## src/rtl/tfu8_pkg.sv

```systemverilog
// ----------------------------------------------------------------------------
// tfu8_pkg
// Types and constants shared by the text field UTF-8 checker modules.
// ----------------------------------------------------------------------------
package tfu8_pkg;

   typedef enum logic [2:0] {
      ERR_NONE   = 3'd0,
      ERR_UNTERM = 3'd1,
      ERR_LONG   = 3'd2,
      ERR_CTRL   = 3'd3,
      ERR_LEAD   = 3'd4,
      ERR_TRUNC  = 3'd5,
      ERR_CONT   = 3'd6
   } err_type;

   typedef enum logic [2:0] {
      CLS_ASCII = 3'd0,
      CLS_CTRL  = 3'd1,
      CLS_LEAD2 = 3'd2,
      CLS_LEAD3 = 3'd3,
      CLS_LEAD4 = 3'd4,
      CLS_BAD   = 3'd5
   } char_cls_type;

   typedef struct packed {
      logic         last;
      logic         zero;
      logic         cont_ok;
      char_cls_type cls;
   } item_type;

   localparam int QUEUE_DEPTH = 2;
   localparam int QPTR_BITS   = 1;
   localparam int QCNT_BITS   = 2;

   localparam logic [7:0] CONT_MASK  = 8'hC0;
   localparam logic [7:0] CONT_TAG   = 8'h80;
   localparam logic [7:0] LEAD2_MASK = 8'hE0;
   localparam logic [7:0] LEAD2_TAG  = 8'hC0;
   localparam logic [7:0] LEAD3_MASK = 8'hF0;
   localparam logic [7:0] LEAD3_TAG  = 8'hE0;
   localparam logic [7:0] LEAD4_MASK = 8'hF8;
   localparam logic [7:0] LEAD4_TAG  = 8'hF0;
   localparam logic [7:0] HIGH_BIT   = 8'h80;
   localparam logic [7:0] SPACE_CHAR = 8'h20;
   localparam logic [7:0] DEL_CHAR   = 8'h7F;
   localparam logic [7:0] NL_CHAR    = 8'h0A;
   localparam logic [7:0] TAB_CHAR   = 8'h09;

endpackage

```

## src/rtl/tfu8_back.sv

```systemverilog
// ----------------------------------------------------------------------------
// tfu8_back
// Per-field state update and the registered result stage.
// ----------------------------------------------------------------------------
module tfu8_back #(
   parameter int LENGTH_BITS = 16
) (
   input  logic               clock,
   input  logic               reset,
   input  logic               csr_we,
   input  logic [15:0]        csr_data,
   input  logic               pop_valid,
   output logic               pop_ready,
   input  tfu8_pkg::item_type pop_item,
   output logic               rsp_valid,
   input  logic               rsp_ready,
   output logic               rsp_valid_res,
   output logic [2:0]         rsp_error_code
);

   logic [LENGTH_BITS-1:0] max_len_ff, max_len_in;
   logic                   seen_ff, seen_in;
   logic [LENGTH_BITS:0]   len_ff, len_in;
   logic [1:0]             pend_ff, pend_in;
   tfu8_pkg::err_type      cerr_ff, cerr_in;
   logic                   out_valid_ff, out_valid_in;
   logic                   res_ff, res_in;
   tfu8_pkg::err_type      code_ff, code_in;
   logic                   take;
   logic [LENGTH_BITS:0]   len_upd;
   logic [1:0]             pend_upd;
   tfu8_pkg::err_type      cerr_upd;
   logic                   seen_upd;
   tfu8_pkg::err_type      code;

   // Stall a final item only while the held result is not being taken.
   assign pop_ready = !pop_item.last || !out_valid_ff || rsp_ready;
   assign take      = pop_valid && pop_ready;

   assign max_len_in = csr_we ? LENGTH_BITS'(csr_data) : max_len_ff;

   always_comb begin
      seen_upd = seen_ff;
      len_upd  = len_ff;
      pend_upd = pend_ff;
      cerr_upd = cerr_ff;
      if (!seen_ff) begin
         if (pop_item.zero) begin
            seen_upd = 1'b1;
            if ((pend_ff != 2'd0) &&
                ((cerr_ff == tfu8_pkg::ERR_NONE) || (cerr_ff == tfu8_pkg::ERR_CONT))) begin
               cerr_upd = tfu8_pkg::ERR_TRUNC;
            end
            pend_upd = 2'd0;
         end else begin
            // Saturate once the top bit is set.
            if (!len_ff[LENGTH_BITS]) begin
               len_upd = len_ff + 1'b1;
            end
            if (pend_ff != 2'd0) begin
               if ((cerr_ff == tfu8_pkg::ERR_NONE) && !pop_item.cont_ok) begin
                  cerr_upd = tfu8_pkg::ERR_CONT;
               end
               pend_upd = pend_ff - 2'd1;
            end else if (cerr_ff == tfu8_pkg::ERR_NONE) begin
               case (pop_item.cls)
                  tfu8_pkg::CLS_ASCII: pend_upd = 2'd0;
                  tfu8_pkg::CLS_CTRL:  cerr_upd = tfu8_pkg::ERR_CTRL;
                  tfu8_pkg::CLS_LEAD2: pend_upd = 2'd1;
                  tfu8_pkg::CLS_LEAD3: pend_upd = 2'd2;
                  tfu8_pkg::CLS_LEAD4: pend_upd = 2'd3;
                  tfu8_pkg::CLS_BAD:   cerr_upd = tfu8_pkg::ERR_LEAD;
                  default:             cerr_upd = tfu8_pkg::ERR_LEAD;
               endcase
            end
         end
      end

      if (!pop_item.zero) begin
         code = tfu8_pkg::ERR_UNTERM;
      end else if (len_upd > {1'b0, max_len_ff}) begin
         code = tfu8_pkg::ERR_LONG;
      end else begin
         code = cerr_upd;
      end

      seen_in      = seen_ff;
      len_in       = len_ff;
      pend_in      = pend_ff;
      cerr_in      = cerr_ff;
      out_valid_in = out_valid_ff && !rsp_ready;
      res_in       = res_ff;
      code_in      = code_ff;
      if (take) begin
         if (pop_item.last) begin
            // Clear the field state and load the result.
            seen_in      = 1'b0;
            len_in       = '0;
            pend_in      = 2'd0;
            cerr_in      = tfu8_pkg::ERR_NONE;
            out_valid_in = 1'b1;
            res_in       = (code == tfu8_pkg::ERR_NONE);
            code_in      = code;
         end else begin
            seen_in = seen_upd;
            len_in  = len_upd;
            pend_in = pend_upd;
            cerr_in = cerr_upd;
         end
      end
   end

   always_ff @(posedge clock) begin
      if (reset) begin
         max_len_ff   <= LENGTH_BITS'(255);
         seen_ff      <= 1'b0;
         len_ff       <= '0;
         pend_ff      <= 2'd0;
         cerr_ff      <= tfu8_pkg::ERR_NONE;
         out_valid_ff <= 1'b0;
      end else begin
         max_len_ff   <= max_len_in;
         seen_ff      <= seen_in;
         len_ff       <= len_in;
         pend_ff      <= pend_in;
         cerr_ff      <= cerr_in;
         out_valid_ff <= out_valid_in;
      end
   end

   always_ff @(posedge clock) begin
      res_ff  <= res_in;
      code_ff <= code_in;
   end

   assign rsp_valid      = out_valid_ff;
   assign rsp_valid_res  = res_ff;
   assign rsp_error_code = code_ff;

endmodule

```

## config.mk

```make
export PLATFORM = sky130hd
export DESIGN_NAME = tfu8_back
export DESIGN_NICKNAME = d
export VERILOG_FILES = /design/src/rtl/tfu8_pkg.sv /design/src/rtl/tfu8_back.sv
export SDC_FILE = /design/constraint.sdc
export NUM_CORES = 1
export LEC_CHECK = 0
export BUFFER_PORTS_ARGS = -buffer_cell sky130_fd_sc_hd__buf_2
export CAP_MARGIN = 40
export CORE_ASPECT_RATIO = 1.4
export CORE_UTILIZATION = 45
export DETAILED_ROUTE_END_ITERATION = 10
export GPL_TIMING_DRIVEN = 0
export PLACE_DENSITY_LB_ADDON = 0.05
export SYNTH_ARGS = -nofsm -noshare
export SYNTH_HDL_FRONTEND = slang
export SYNTH_SLANG_ARGS = --single-unit
```

## constraint.sdc

```tcl
create_clock -name clock -period 5.35 [get_ports clock]
set_input_delay 1.07 -clock clock [delete_from_list [all_inputs] [get_ports clock]]
set_output_delay 1.07 -clock clock [all_outputs]
set_load 0.01 [all_outputs]
```

After elaboration in Yosys (flattened, before gate mapping)
Index checks and enable logic that the tools add are counted.
Cells by class
  shift-type cells: 0
  $mul: 0
  order comparisons: 1
  divide/modulo/power cells: 0
  reductions and logical operators: 20
  bitwise gates (word level): 0
  mux-type cells: 25
  equal/unequal tests: 6
  add/sub/neg operators: 2
Operator list (number)
  $mux 17: 4
  $mux 3: 9
  $add 17x1->17 const B: 1
  $gt 17x16->1: 1
  $mux 2: 5
  $logic_not 3->1: 3
  $pmux 2 s4: 1
  $reduce_bool 7->1: 1
  $eq 3x2->1 const B: 2
  $eq 3x3->1 const B: 2
  $pmux 3 s2: 1
  $mux 1: 5
  $logic_and 1x1->1: 4
  $logic_not 1->1: 4
  $reduce_and 4->1: 1
  $reduce_bool 4->1: 1
  $reduce_or 4->1: 1
  $eq 3x1->1 const B: 1
  $logic_or 1x1->1: 3
  $ne 2x2->1 const B: 1
  $reduce_and 2->1: 1
  $reduce_bool 2->1: 1
  $sub 2x1->2 const B: 1
Storage, ports and cells
  register bits: 44
  word-level logic and storage cells: 62
  output and inout port bits: 6
  bits in latches: 0
  RAM bits: 0
  memory bits (read-only): 0
  memories: 0
  input port bits: 27

Logic depth before layout (Yosys ltp)
  word-level depth: 10
  mapped depth: 12
  mapped depth without buffers: 11

Worst setup path after synthesis
No wires, ideal clock.
  path kind: input to register
  from: in pop_item[4] (netlist name)
  to: reg code_ff[1] (netlist: rsp_error_code[1]), data pin
  library setup time: 0.258 ns
  arrival: 3.548 ns
  path slack: 1.544 ns
  required time: 5.092 ns
  cell stages on the path: 10
  buffers on the path: 1
  cells stage by stage: or4b_1 -> buf_2 -> or3_1 -> xnor2_1 -> ha_1 -> a21oi_1 -> o21ai_0 -> a2111oi_0 -> nand2_1 -> o221a_2
Between the ends
  longest elaborated chain between the ends: 5
  elaborated cells between the ends (all ways): 7
  classes of those cells: 1 x order compare; 6 x mux
Ends and longest elaborated chain
  start: declaration: line tfu8_back.sv:14  | input tfu8_pkg::item_type pop_item,
  $mux 17: line tfu8_back.sv:48  | if (pop_item.zero) begin
  $mux 17: line tfu8_back.sv:47  | if (!seen_ff) begin
  $gt 17x16->1: line tfu8_back.sv:81  | end else if (len_upd > {1'b0, max_len_ff}) begin
  $mux 3: line tfu8_back.sv:81
  $mux 3 *: line tfu8_back.sv:79  | if (!pop_item.zero) begin
  via code[1]: line tfu8_back.sv:34  | tfu8_pkg::err_type code;
  end signal: assignment: line tfu8_back.sv:133  | code_ff <= code_in;
  end: declaration: line tfu8_back.sv:28  | tfu8_pkg::err_type code_ff, code_in;
Mark *: on every way through the listed nets, which the timed path passes. The rest lies on a longest branch.
A chain may end at the register's enable or synchronous reset.

Worst setup path after layout
Ends and elaborated chain as after synthesis.

==> impl_metrics.py <==
metrics = {
    "status": {
        "outcome": "completed",
    },
    "clock_tree": {
        "insertion_delay_ps": 300,
        "cts_tree": "done",
        "cts_resized": 0,
        "cts_setup_buffers": 0,
        "cts.sinks": 44,
        "cts_hold_buffers": 0,
        "cts_buffers": 5,
        "ctsHtreeMaxLevel": 2,
        "clk_pin_slew_ps": 80,
        "cts_root_buffer": "clkbuf_8",
        "clock_path_buffers": 2,
    },
    "worst_hold_path": {
        "min_path_type": "flop to flop",
        "holdPathEnd": "max_len_ff[6]$_SDFFE_PP1P_",
        "min_from": "max_len_ff[6]$_SDFFE_PP1P_",
        "whs_path_depth": 2,
    },
    "yosys": {
        "syn_area_um2": 2750,
        "synth_enable_flop_cells": 4,
        "synth_top_cell_area_share_pct": 29.1,
        "yosys.area.top_type": "dfxtp_1",
        "synth_ff_type": "dfxtp_1",
        "ys_seq_elements": 44,
        "synth_cell_types": 58,
        "yosys-top-cells-area": "dfxtp_1 (29%), ha_1 (7.7%), nor2_1 (4.9%), edfxtp_1 (4.4%), a21oi_1 (4.0%)",
        "yosysSeqAreaShare_pct": 33.4,
        "synthArstFlopShare_pct": 0,
        "syn_area_per_cell_um2": 8.45,
        "synth_nets": 370,
        "synthCells": 326,
        "ys_warn_count": 0,
    },
    "grt": {
        "antenna_found_initial": 0,
        "grt_max_degree": 13,
        "grt_overflow": 0,
        "grt.total_usage_pct": 23.4,
        "grt_first_pass_wirelength_mm": 11.2,
        "grt_pass1_vias": 2343,
    },
    "placed_design": {
        "dp_hpwl_mm": 5.21,
        "portBuffers": 30,
        "place_congestion": 0.847,
    },
    "setup_path": {
        "path_class": "primary input to flop",
        "worstRegToRegCells": 11,
        "r2r-start": "len_ff[0]$_SDFFE_PP0P_",
        "start_kind": "primary input",
        "crit_fanout": 7,
        "crit_arrival_ps": 4270,
        "crit_path_end_kind": "flop",
        "cp_data_required_time_ps": 5410,
        "r2r-end": "rsp_error_code[1]$_DFFE_PP_",
        "r2r_slack_ps": 1390,
    },
    "sta": {
        "slew-limit-headroom_pct": 41.9,
        "finalMaxSlewViolations": 0,
        "final_hold_viol_count": 0,
        "setup_viol": 0,
        "fin_tns_setup_ps": 0,
        "fmax_mhz": 237,
        "tightest_slew_ps": 850,
        "finClkSkew_ps": 6.59,
        "period_minus_slack_ps": 4210,
        "rsz0062_at_grt": "false",
        "fin_crit_sh_pct": 78.7,
    },
    "pwr": {
        "swShare_pct": 26.8,
        "p_seq_share_pct": 52.6,
        "p_per_area_nw_per_um2": 215,
        "comb_power_share_pct": 14.0,
        "vdd_drop_max_mv": 0.0918,
        "p_clk_share_pct": 33.4,
        "p_switching_w": 0.000178,
        "p_leak_nw": 1.33,
        "p_int_w": 0.000485,
    },
    "routing": {
        "wl_mm": 6.77,
        "wl_per_cell_um": 15.6,
        "viasPerCell": 5.62,
        "drt-met1-wl_mm": 2.92,
        "ant_nets": 0,
        "num_vias": 2437,
        "drc": 0,
        "met3_length_um": 190,
        "drt-initial-drc-count": 101,
        "wl_met2_mm": 3.54,
        "top_layer_used": "met4",
        "dr.pass1.iters": 4,
    },
    "finish": {
        "n_antenna_cell": 0,
        "most-common-layout-cells": "dfxtp_1 (40), nor2_1 (36), buf_2 (31)",
        "mostFrequentLayoutCell": "dfxtp_1",
        "fin_util_pct": 52.6,
        "drive_above_1_share_pct": 15.9,
        "nNetsFinal": 407,
        "synthToLayoutAreaGrowth_pct": 11.9,
    },
    "die": {
        "dieWidth_um": 68.1,
        "start_util_pct": 47.0,
        "die_area_um2": 6440,
        "die_h_um": 94.6,
        "core_area_um2": 5860,
        "num_io_pins": 33,
        "fp-row-count": 33,
    },
    "run": {
        "max_cap_violations": 0,
    },
}
[worst max path at each step]
| stage | endpoint | startpoint | cells past startpoint |
|---|---|---|---|
| after CTS | rsp_error_code[1]$_DFFE_PP_ | pop_item[4] | 11 |
| after global routing | rsp_valid_res$_DFFE_PP_ | pop_item[4] | 12 |
| final | rsp_error_code[1]$_DFFE_PP_ | pop_item[4] | 11 |
| after detailed placement | rsp_error_code[1]$_DFFE_PP_ | pop_item[4] | 11 |
| after floorplan | rsp_error_code[1]$_DFFE_PP_ | pop_item[4] | 10 |
| after global placement | rsp_error_code[1]$_DFFE_PP_ | pop_item[4] | 11 |
[state kept, by name, summed over array words and instances, names as in the netlist]
signal          flops
max_len_ff         16
seen_ff             1
len_ff             17
rsp_error_code      3
rsp_valid_res       1
cerr_ff             3
pend_ff             2
rsp_valid           1
[cells in the mapped netlist, drive strengths merged (2+ instances only)]
master / instances
nor3: 13
nand3: 8
a31oi: 5
buf: 6
edfxtp: 4
dfxtp: 40
mux2i: 10
nand3b: 3
a211oi: 3
a32o: 3
nor2b: 2
xor2: 8
ha: 17
nor4: 5
xnor2: 8
inv: 20
nor2: 37
or3: 4
nand2b: 3
or4b: 2
o21ai: 19
a22oi: 7
and3: 3
clkbuf: 12
nand4: 9
nand2: 26
o211ai: 11
a21oi: 22
[routing by layer]
metal  vias to the layer above  GRT usage [%]
met5                         -              0
met4                         0           7.81
met3                         8           3.02
met2                        40           43.1
met1                      1135           26.6
li1                       1254              -
[worst max-delay path, stage by stage]
cell and delay (ps):
buf_2 130, or4b_1 450, buf_2 190, or3_1 440, xnor2_1 150, ha_1 320
a21oi_1 140, o21ai_0 120, a2111oi_0 800, nand2_1 180, o221a_2 280
[through the flow]
step | setup WS [ps] | hold WS, ps | power, W | cell area (um2) | instances
after floorplan | 1540 | 449 | 0.000417 | 2750 | 326
after global placement | 852 | 469 | 0.000449 | 2990 | 426
after detailed placement | 815 | 480 | 0.000450 | 2990 | 426
after CTS | 1140 | 493 | 0.000670 | 3080 | 434
after global routing | 809 | 512 | 0.000696 | 3080 | 434
final | 1140 | 492 | 0.000663 | 3080 | 434
[layout make-up]
type                       count  area [um2]
buffer                        18         105
tap                           70        87.6
inverter                      20        75.1
clock buffer                   8        90.1
multi-input combinational    244        1650
timing repair buffer          30         150
fill                         630        2780
sequential                    44         921
[logic make-up (layout without fill, tap and decap cells)]
group	Yosys count	in the layout	share of synthesized area [%]
AND/OR/NAND/NOR	120	120	24.1
AO/OA/AOI/OAI	81	81	19.2
flip-flops	44	44	33.4
buffers and inverters	38	76	6.54
adder cells (fa/ha/maj)	17	17	7.72
XOR/XNOR	16	16	5.36
multiplexers	10	10	3.63
[power by group through the flow]
stage               Combinational [W]  Clock [W]  Sequential (W)
floorplan                   0.0000609          0        0.000356
global placement            0.0000924          0        0.000356
detailed placement          0.0000935          0        0.000357
CTS                         0.0000941   0.000227        0.000349
global route                 0.000107   0.000239        0.000350
finish                      0.0000930   0.000221        0.000349
Power figures use the tool's default switching activity.
